File: src/rtl/csct_pkg.sv
// Shared types and constants of the channel status change table.
// Used by csct_ctrl, csct_dp and channel_status_change_table; no dependencies.
package csct_pkg;

  localparam int unsigned ENTRIES_DEF           = 64;
  localparam logic [31:0] REPORT_INTERVAL_RESET = 32'd1800;  // 30 minutes
  localparam int unsigned CFG_ADDR_W            = 3;

  // Register index, taken from paddr above the byte offset
  localparam logic [CFG_ADDR_W-3:0] REG_REPORT_INTERVAL = '0;

  typedef enum logic {
    CMD_UPDATE = 1'b0,
    CMD_LOOKUP = 1'b1
  } cmd_t;

  typedef enum logic [1:0] {
    CHG_NONE    = 2'd0,
    CHG_NEW     = 2'd1,
    CHG_REFRESH = 2'd2
  } chg_t;

  typedef enum logic [1:0] {
    ST_IDLE,
    ST_SCAN,
    ST_FINISH
  } state_t;

  typedef struct packed {
    cmd_t        command;
    logic [63:0] channel_key;
    logic [7:0]  new_status;
    logic [31:0] now_seconds;
  } in_item_t;

  typedef struct packed {
    logic       found;
    logic [7:0] status_out;
    chg_t       change_code;
    logic       table_full;
  } out_item_t;

  typedef struct packed {
    logic [63:0] key;
    logic [7:0]  status;
    logic [31:0] report_time;
  } entry_t;

  // Controller to datapath
  typedef struct packed {
    logic load;      // capture a new transaction
    logic rd_en;     // issue a table read at the scan pointer
    logic scan_end;  // capture the match result
    logic commit;    // write back and present the result
  } ctrl_cmd_t;

  // Datapath to controller
  typedef struct packed {
    logic hit;         // registered read data matches the key
    logic issue_done;  // every used slot has been read
  } dp_stat_t;

endpackage

File: src/rtl/csct_ctrl.sv
// Scan controller of the channel status change table.
// Depends on csct_pkg; drives csct_dp through ctrl_cmd_t.
module csct_ctrl (
  input  logic                 clk,
  input  logic                 rst_n,
  input  logic                 start,
  input  csct_pkg::dp_stat_t   stat,
  output csct_pkg::ctrl_cmd_t  cmd,
  output logic                 busy
);
  import csct_pkg::*;

  state_t state_r;
  state_t state_nxt;

  always_ff @(posedge clk) begin
    if (!rst_n) begin
      state_r <= ST_IDLE;
    end else begin
      state_r <= state_nxt;
    end
  end

  always_comb begin
    state_nxt = state_r;
    case (state_r)
      ST_IDLE: begin
        if (start) begin
          state_nxt = ST_SCAN;
        end
      end
      ST_SCAN: begin
        if (stat.hit || stat.issue_done) begin
          state_nxt = ST_FINISH;
        end
      end
      ST_FINISH: begin
        state_nxt = ST_IDLE;
      end
      default: begin
        state_nxt = ST_IDLE;
      end
    endcase
  end

  always_comb begin
    cmd  = '0;
    busy = 1'b1;
    case (state_r)
      ST_IDLE: begin
        busy     = 1'b0;
        cmd.load = start;
      end
      ST_SCAN: begin
        // stop reading on a hit so the matching entry stays in the read register
        cmd.rd_en    = !stat.hit && !stat.issue_done;
        cmd.scan_end = stat.hit || stat.issue_done;
      end
      ST_FINISH: begin
        cmd.commit = 1'b1;
      end
      default: begin
        busy = 1'b1;
      end
    endcase
  end

endmodule

File: config.mk
export PLATFORM = sky130hd
export DESIGN_NAME = csct_ctrl
export DESIGN_NICKNAME = d
export VERILOG_FILES = /design/src/rtl/csct_pkg.sv /design/src/rtl/csct_ctrl.sv
export SDC_FILE = /design/constraint.sdc
export NUM_CORES = 1
export LEC_CHECK = 0
export BUFFER_PORTS_ARGS = -buffer_cell sky130_fd_sc_hd__buf_2
export CELL_PAD_IN_SITES_DETAIL_PLACEMENT = 0
export CELL_PAD_IN_SITES_GLOBAL_PLACEMENT = 2
export CORE_AREA = 2 2 39 41
export DETAILED_ROUTE_END_ITERATION = 16
export DIE_AREA = 0 0 41 43
export GPL_ROUTABILITY_DRIVEN = 0
export HOLD_SLACK_MARGIN = 0.12
export PLACE_DENSITY_LB_ADDON = 0.1
export RECOVER_POWER = 25
export SYNTH_ARGS = -nofsm -noshare
export SYNTH_HDL_FRONTEND = slang
export SYNTH_SLANG_ARGS = --single-unit
File: constraint.sdc
create_clock -name clk -period 0.8 [get_ports clk]
set_input_delay 0.12 -clock clk [delete_from_list [all_inputs] [get_ports clk]]
set_output_delay 0.12 -clock clk [all_outputs]
set_load 0.02 [all_outputs]
==> impl.org, run 1 <==
** Drt
- Using the TritonRoute via totals, the vias-per-cell ratio works out to 3.386.
- DRT Wirelength :: 345 um
- In the final routed layout, each cell accounts on average for 7.841 um.
- The first detailed-routing pass took 2 iterations.
- Vias :: 149
- Number of DRC violations after detailed routing :: 0
- In this run, the number of DRC markers left after iteration 0 of detailed routing was 2.
- Number of routed nets with antenna violations :: 0

** STA
- The tightest hold path in the finished design has a slack of 157.4 ps.
- For this run, the top clock speed supported by timing is 0.8940 GHz.
- The clock arrives with 0.7585 ps of skew.
- Final setup violation count :: 6
- Setup repair after global routing could not meet its margin everywhere.
- Setup total negative slack :: -1502 ps
- Number of hold-slack violations in the final timing report :: 0
- Final Critical Period :: 1119 ps
- Worst slew margin relative to its limit :: 87.46%
- Worst-Margin Slew :: 187.4 ps
- Final cycle utilization of the critical path :: 139.8%
- The final number of max-transition violations came to 0.
- Smallest setup slack after layout :: -318.6 ps

** Clocking
- Maximum clock path buffer count :: 2
- Clk slew on worst S/H paths :: 30 ps
- Clock tree synthesis found a total of 2 sinks.
- Clock Tree Root :: sky130_fd_sc_hd__clkbuf_4
- In this run the number of H-tree levels came out at 1.
- TritonCTS clock tree :: done
- Clock latency on the worst-skew pair, taken at its later pin, is 220 ps.
- Post-CTS timing repair inserted 0 buffers for setup.
- Number of hold buffers added after CTS :: 0
- The number of clock buffers added by TritonCTS is 3.

** Finish
- Top Registers :: state_r (2)
- In the final layout, the share of cells above drive strength 1 is 71.43%.
- Cells fill 19.08% of the core in the end.
- P&R area growth vs syn :: 134.4%
- Register containing the most flip-flops in the final layout :: state_r
- The register with the most flip-flops in the layout has 2 of them.
- Filler Cell Count :: 163
- At the end of the flow, the number of nets in the layout was 35.
- Ant diodes :: 0

** Worst setup path
- In this run the worst setup path begins at state_r[0].
- At the worst endpoint, the arrival time is 1000 ps.
- WP buf/inv :: 1
- The critical path goes through or2_4, nor2_4, buf_6.
- STA classifies the critical path startpoint as a flop.
- Type of the setup path with the least slack :: flop to output port
- Endpoint class of the critical path :: output port
- At the worst endpoint, the required time is 680 ps.
- Crit path max-delay family :: flip-flops
- In this run the worst path has a maximum fanout of 4.
- The startpoint identified for the worst register-to-register timing path is state_r[0].
- Delay contributed by the slowest stage of the critical path :: 350 ps
- Max stage delay cell, worst path :: sky130_fd_sc_hd__dfxtp_4

** Synth
- Yosys mapped a number of flops with a built-in enable equal to 0.
- After synthesis, the netlist uses 10 different library cells.
- The Yosys step of the flow raised 0 warnings.
- The share of the Yosys chip area taken by registers is 35.56%.
- Commonest register cell after synthesis :: sky130_fd_sc_hd__dfxtp_1
- Commonest cells post-synth :: sky130_fd_sc_hd__nand2b_1 (3), sky130_fd_sc_hd__nor2_1 (3), sky130_fd_sc_hd__dfxtp_1 (2)
- Cell types occupying the most area after synthesis :: sky130_fd_sc_hd__dfxtp_1 (36%), sky130_fd_sc_hd__nand2b_1 (17%), sky130_fd_sc_hd__nor2_1 (10%)
- Cell Area, Synth :: 112.6 um^2
- Mean area per synthesized cell :: 7.507 um^2
- FFs w/ async S/R, synth :: 0%
- Post-Synthesis Cells :: 15
- Of all cell types, the one taking the most synthesized area is sky130_fd_sc_hd__dfxtp_1.
- Net count after synthesis :: 20
- Number of storage elements in the synthesis netlist :: 2
- Of the post-synthesis cell area, the dominant cell type holds 35.56%.

** Job
- Number of max-cap violations :: 0

** Power and ir drop
- Power spread over the standard cell area amounts to 1692 nW/um^2.
- The worst-case IR drop observed on VDD is 0.0004322 V.
- Total leakage power :: 0.1188 nW

** Floorplan
- The die covers 1763 um^2.
- Boundary pin count :: 10
- The core region is 1384 um^2.
- Starting Density :: 8.137%
- Die extent in y :: 43 um
- The initialized floorplan defines 14 standard-cell rows.
- Width of the chip :: 41 um

** Place
- Timing analysis after detailed placement gives a worst setup slack of -153.0 ps.
- Port Buf Inserts :: 9

** GRT
- Initial antenna violation count :: 0
- The total overflow left after global routing is 0.
- First-pass GRT wire length :: 655 um
- Number of global-route vias before repair :: 162
- Global routing used 6.313% of the available tracks across all layers.
- Entering global routing, the biggest net connects 5 pins.

** Run status
- The run finished, with violations left.
- The checks that failed: negative setup slack.

** Hold path
- Path category of the worst min-delay check :: primary input to flop
- Source of the worst hold timing path :: rst_n
power by group:
part           switching (W)  total, W  leakage, nW  internal, W
clock              0.0000536  0.000219       0.0138     0.000165
combinational      0.0000583  0.000115       0.0879    0.0000570
sequential        0.00000690  0.000113       0.0171     0.000106
kinds of logic (layout without fill, tap and decap cells):
| family | count (synthesis) | in the layout | share of synthesized area [%] |
|---|---|---|---|
| flip-flops | 2 | 2 | 35.56 |
| buffers and inverters | 1 | 14 | 3.330 |
| AO/OA/AOI/OAI | 1 | 1 | 4.440 |
| AND/OR/NAND/NOR | 11 | 11 | 56.67 |
cell type report:
cell class / count / area, um^2 / area share [%]
Tap cell: 16 / 20.02 / 7.583
Inverter: 1 / 3.754 / 1.422
Timing Repair Buffer: 10 / 70.07 / 26.54
Multi-Input combinational cell: 12 / 103.9 / 39.34
Clock buffer: 3 / 22.52 / 8.531
Sequential cell: 2 / 43.79 / 16.59
what timing repair did:
item / 4_1_cts / 5_1_grt
endpoints found under the setup margin: 7 / 6
gates resized for setup: 10 / 0
pin swaps: 1 / 0
layout by cell type, fill, tap and decap left out, drive strengths merged:
cell	count
inv	1
nand2b	3
clkbuf	3
nor3b	1
nor3	1
or2	1
or3b	1
a21oi	1
buf	10
dfxtp	2
nor2b	1
nor2	3
worst reg2reg max path, stage by stage, from the launching register on:
cell and delay, ps:
sky130_fd_sc_hd__dfxtp_4 360, sky130_fd_sc_hd__or3b_1 360, sky130_fd_sc_hd__a21oi_2 130
path summary, 6_finish.rpt:
path / endpoint / slack [ps] / cells after the start
max: cmd[3] / -320 / 3
min reg2reg: state_r[1] / 540 / 2
max reg2reg: state_r[0] / -120 / 2
min: state_r[0] / 160 / 3
metrics by stage:
step           cell area [um^2]  cells  total power, W
2_1_floorplan             137.6     15       0.0001729
3_3_place_gp              210.2     41       0.0002150
3_5_place_dp              210.2     41       0.0002142
4_1_cts                   264.0     44       0.0004656
5_1_grt                   264.0     44       0.0004781
6_report                  264.0     44       0.0004467
routing by layer:
layer	wire length, um	track usage (%)	vias to the layer above
met5	0	0	-
met4	0	8.000	0
met3	23	3.141	0
met2	177	7.500	7
met1	144	6.709	65
li1	-	-	77
No activity file was read; power rests on OpenSTA's default activity.
==> inputs of run 2 (changes only) <==
SKIP_CTS_REPAIR_TIMING = 1   (was unset)
==> impl.org, run 2 (same netlist as run 1, synthesis figures left out) <==
** Drt
- The wire length per cell after detailed routing is 7.911 um (+0.90%).
- The number of nets with antenna violations after detailed routing is 0 (unchanged).
- Met2 wire len :: 183 um (+3.4%)
- The post-detailed-route DRC marker count is 0 (unchanged).
- Routed length on met1 :: 149 um (+3.5%)
- The number of vias per cell came to 3.333 (-1.6%).
- Number of search-and-repair iterations in the first detailed-routing pass :: 2 (unchanged)
- The detailed router's first-iteration violation count is 1 (-1).
- DRT Wirelength :: 356 um (+3.2%)
- Vias :: 150 (+0.67%)
- DR top layer :: met3
- The met3 wirelength from detailed routing was 23 um (unchanged).

** Worst setup path
- Largest fanout of any net on the critical path :: 4 (unchanged)
- WP buf/inv :: 1 (unchanged)
- Cells along the critical path :: or2_4, nor2_4, buf_6
- Endpoint class of the critical path :: output port
- Type of the setup path with the least slack :: flop to output port
- Signal arrival time at the worst endpoint :: 1000 ps (about the same)
- Delay contributed by the slowest stage of the critical path :: 350 ps (about the same)
- Type of origin of the critical path :: flop
- Crit path max-delay family :: flip-flops
- In this run the worst setup path begins at state_r[0].
- Required arrival time at the worst endpoint :: 680 ps (about the same)
- For this design, the slowest cell found on the critical path is sky130_fd_sc_hd__dfxtp_4.
- Reg2reg start :: state_r[0]

** STA
- The maximum clock frequency came to 0.8947 GHz (about the same).
- The number of endpoints failing setup at the final stage came to 7 (+1).
- Number of pins exceeding their max-slew limit in the final report :: 0 (unchanged)
- Final Critical Period :: 1118 ps (-0.8440 ps)
- Worst-Margin Slew :: 292.9 ps (+105.5 ps)
- The setup clock skew after layout came to 1.074 ps (+0.3158 ps).
- Final cycle utilization of the critical path :: 139.7% (about the same)
- The count of final hold-check violations is 0 (unchanged).
- Worst slew margin relative to its limit :: 80.40% (-7.1 points)
- Setup repair after global routing missed its margin :: true
- Smallest setup slack after layout :: -317.7 ps (+0.8440 ps)

** Finish
- Layout cell share with drive strength beyond 1 :: 75.86% (+4.4 points)
- Leaving out fill and tap cells, the most frequent cell in the layout is sky130_fd_sc_hd__buf_2.
- Ant diodes :: 0 (unchanged)
- Relative to the synthesized area, the layout overhead comes to 153.3%.
- The count of fill cells added during filler insertion is 159 (-2.5%).
- Top library cells by usage in the layout, fill and taps aside :: sky130_fd_sc_hd__buf_2 (5), sky130_fd_sc_hd__clkbuf_4 (3), sky130_fd_sc_hd__buf_4 (3), sky130_fd_sc_hd__buf_6 (3)
- The non-filler instance count after layout is 45 (+2.3%).
- The largest registers in the layout are state_r (2).
- Register containing the most flip-flops in the final layout :: state_r
- Post-route standard cell area excluding fillers :: 285.3 um^2 (+8.1%)
- Number of flip-flops under the largest register name :: 2 (unchanged)
- The number of nets at the end of the flow was 36 (+2.9%).

** Place
- The placed instance count is 41 (unchanged).
- The count of input and output buffers is 9 (unchanged).
- Post-placement cell area :: 210.2 um^2 (unchanged)

** Clocking
- Depth of the CTS H-tree :: 1 (unchanged)
- Clk slew on worst S/H paths :: 30 ps (about the same)
- Clock latency reported for the late side of the worst-skew pair :: 220 ps (about the same)
- The buffer levels on the longest clock path was 2 (unchanged).
- The tree is rooted in a sky130_fd_sc_hd__clkbuf_4.
- TritonCTS Sinks :: 2 (unchanged)
- The number of buffers created by CTS is 3 (unchanged).
- TritonCTS built the clock tree.

** Floorplan
- Placeable core area :: 1384 um^2 (unchanged)
- The die boundary height was 43 um (unchanged).
- Starting Density :: 8.137% (unchanged)
- The number of ports placed on the die boundary came to 10 (unchanged).
- Row count :: 14 (unchanged)
- The area of the die is 1763 um^2 (unchanged).
- The width of the chip came to 41 um (unchanged).

** Power and ir drop
- The share of total power in sequential cells was 24.5% (-0.7 points).
- The switching share of power was 26.97% (+0.36 points).
- Total leakage power :: 0.1263 nW (+6.3%)
- The relative contribution of the clock network to total power was 47.7% (-1.3 points).
- Total power density per cell area :: 1612 nW/um^2 (-4.7%)
- The internal power component is 0.0003358 W (+2.4%).
- The total net switching power is 0.0001240 W (+4.3%).
- The maximum resistive drop on vdd came to 0.0004353 V (+0.72%).
- Relative contribution of combinational cells to total power :: 27.8% (+2.0 points)

** Hold path
- Source of the worst hold timing path :: rst_n
- The path class of the tightest hold or removal check is primary input to flop.

** GRT
- First-pass GRT wire length :: 579 um (-12%)
- The number of global-route vias before repair came to 158 (-2.5%).
- The total congestion overflow is 0 (unchanged).
- The global routing usage summed across all routing layers came to 5.711% (-0.60 points).
- Pin count of the biggest net entering global routing :: 5 (unchanged)
- Initial antenna violation count :: 0 (unchanged)

** Job
- The count of max-cap constraint violations was 0 (unchanged).

** Run status
- The final reports fail on negative setup slack.
- Result of the run :: finished with violations
## run 2: metrics by stage
| step | util [%] | TNS [ps] | power (W) | setup slack [ps] | hold slack [ps] |
|---|---|---|---|---|---|
| 6_report | 20.61 | -1524 | 0.0004598 | -317.7 | 156.8 |
| 5_1_grt | 20.61 | -1886 | 0.0004907 | -359.8 | 183.5 |
| 4_1_cts | 16.82 | -1827 | 0.0004480 | -399.2 | 143.1 |
| 3_5_place_dp | 15.19 | -597.8 | 0.0002142 | -153.0 | 380.6 |
| 3_3_place_gp | 15.19 | -653.6 | 0.0002150 | -150.5 | 394.4 |
| 2_1_floorplan | - | -175.1 | 0.0001729 | -60.79 | 241.8 |
## run 2: path summary, 6_finish.rpt
kind / endpoint / slack (ps) / cells after the start
hold / removal: state_r[0] / 160 / 3
setup / recovery: cmd[3] / -320 / 3
hold reg to reg: state_r[0] / 560 / 2
setup reg to reg: state_r[0] / -120 / 2
## run 2: tightest hold or removal path: cells and delay by family
family | cells | cell delay [ps]
and+or+nand+nor | 1 | 80
AOI/OAI and AO/OA | 1 | 40
buffers and inverters | 1 | 100
## run 2: layer usage
| metal | global-route usage (%) | vias to the layer above |
|---|---|---|
| li1 | - | 78 |
| met5 | 0 | - |
| met2 | 7.500 | 7 |
| met1 | 4.792 | 65 |
| met4 | 8.000 | 0 |
| met3 | 3.141 | 0 |
## run 2: final cells by class
class | count | area, um^2 | area share [%]
sequential | 2 | 43.79 | 15.35
multi-input combinational | 12 | 113.9 | 39.91
timing repair buffer | 11 | 81.33 | 28.51
clock buffer | 3 | 22.52 | 7.895
tap | 16 | 20.02 | 7.018
inverter | 1 | 3.754 | 1.316
## run 2: power groups by stage
stage                     Clock, W  Sequential, W  Combinational (W)
after floorplan                  0       0.000112          0.0000607
after global placement           0       0.000114           0.000101
after detailed placement         0       0.000114           0.000100
after CTS                 0.000235       0.000112           0.000101
after global routing      0.000236       0.000114           0.000141
final                     0.000219       0.000112           0.000128
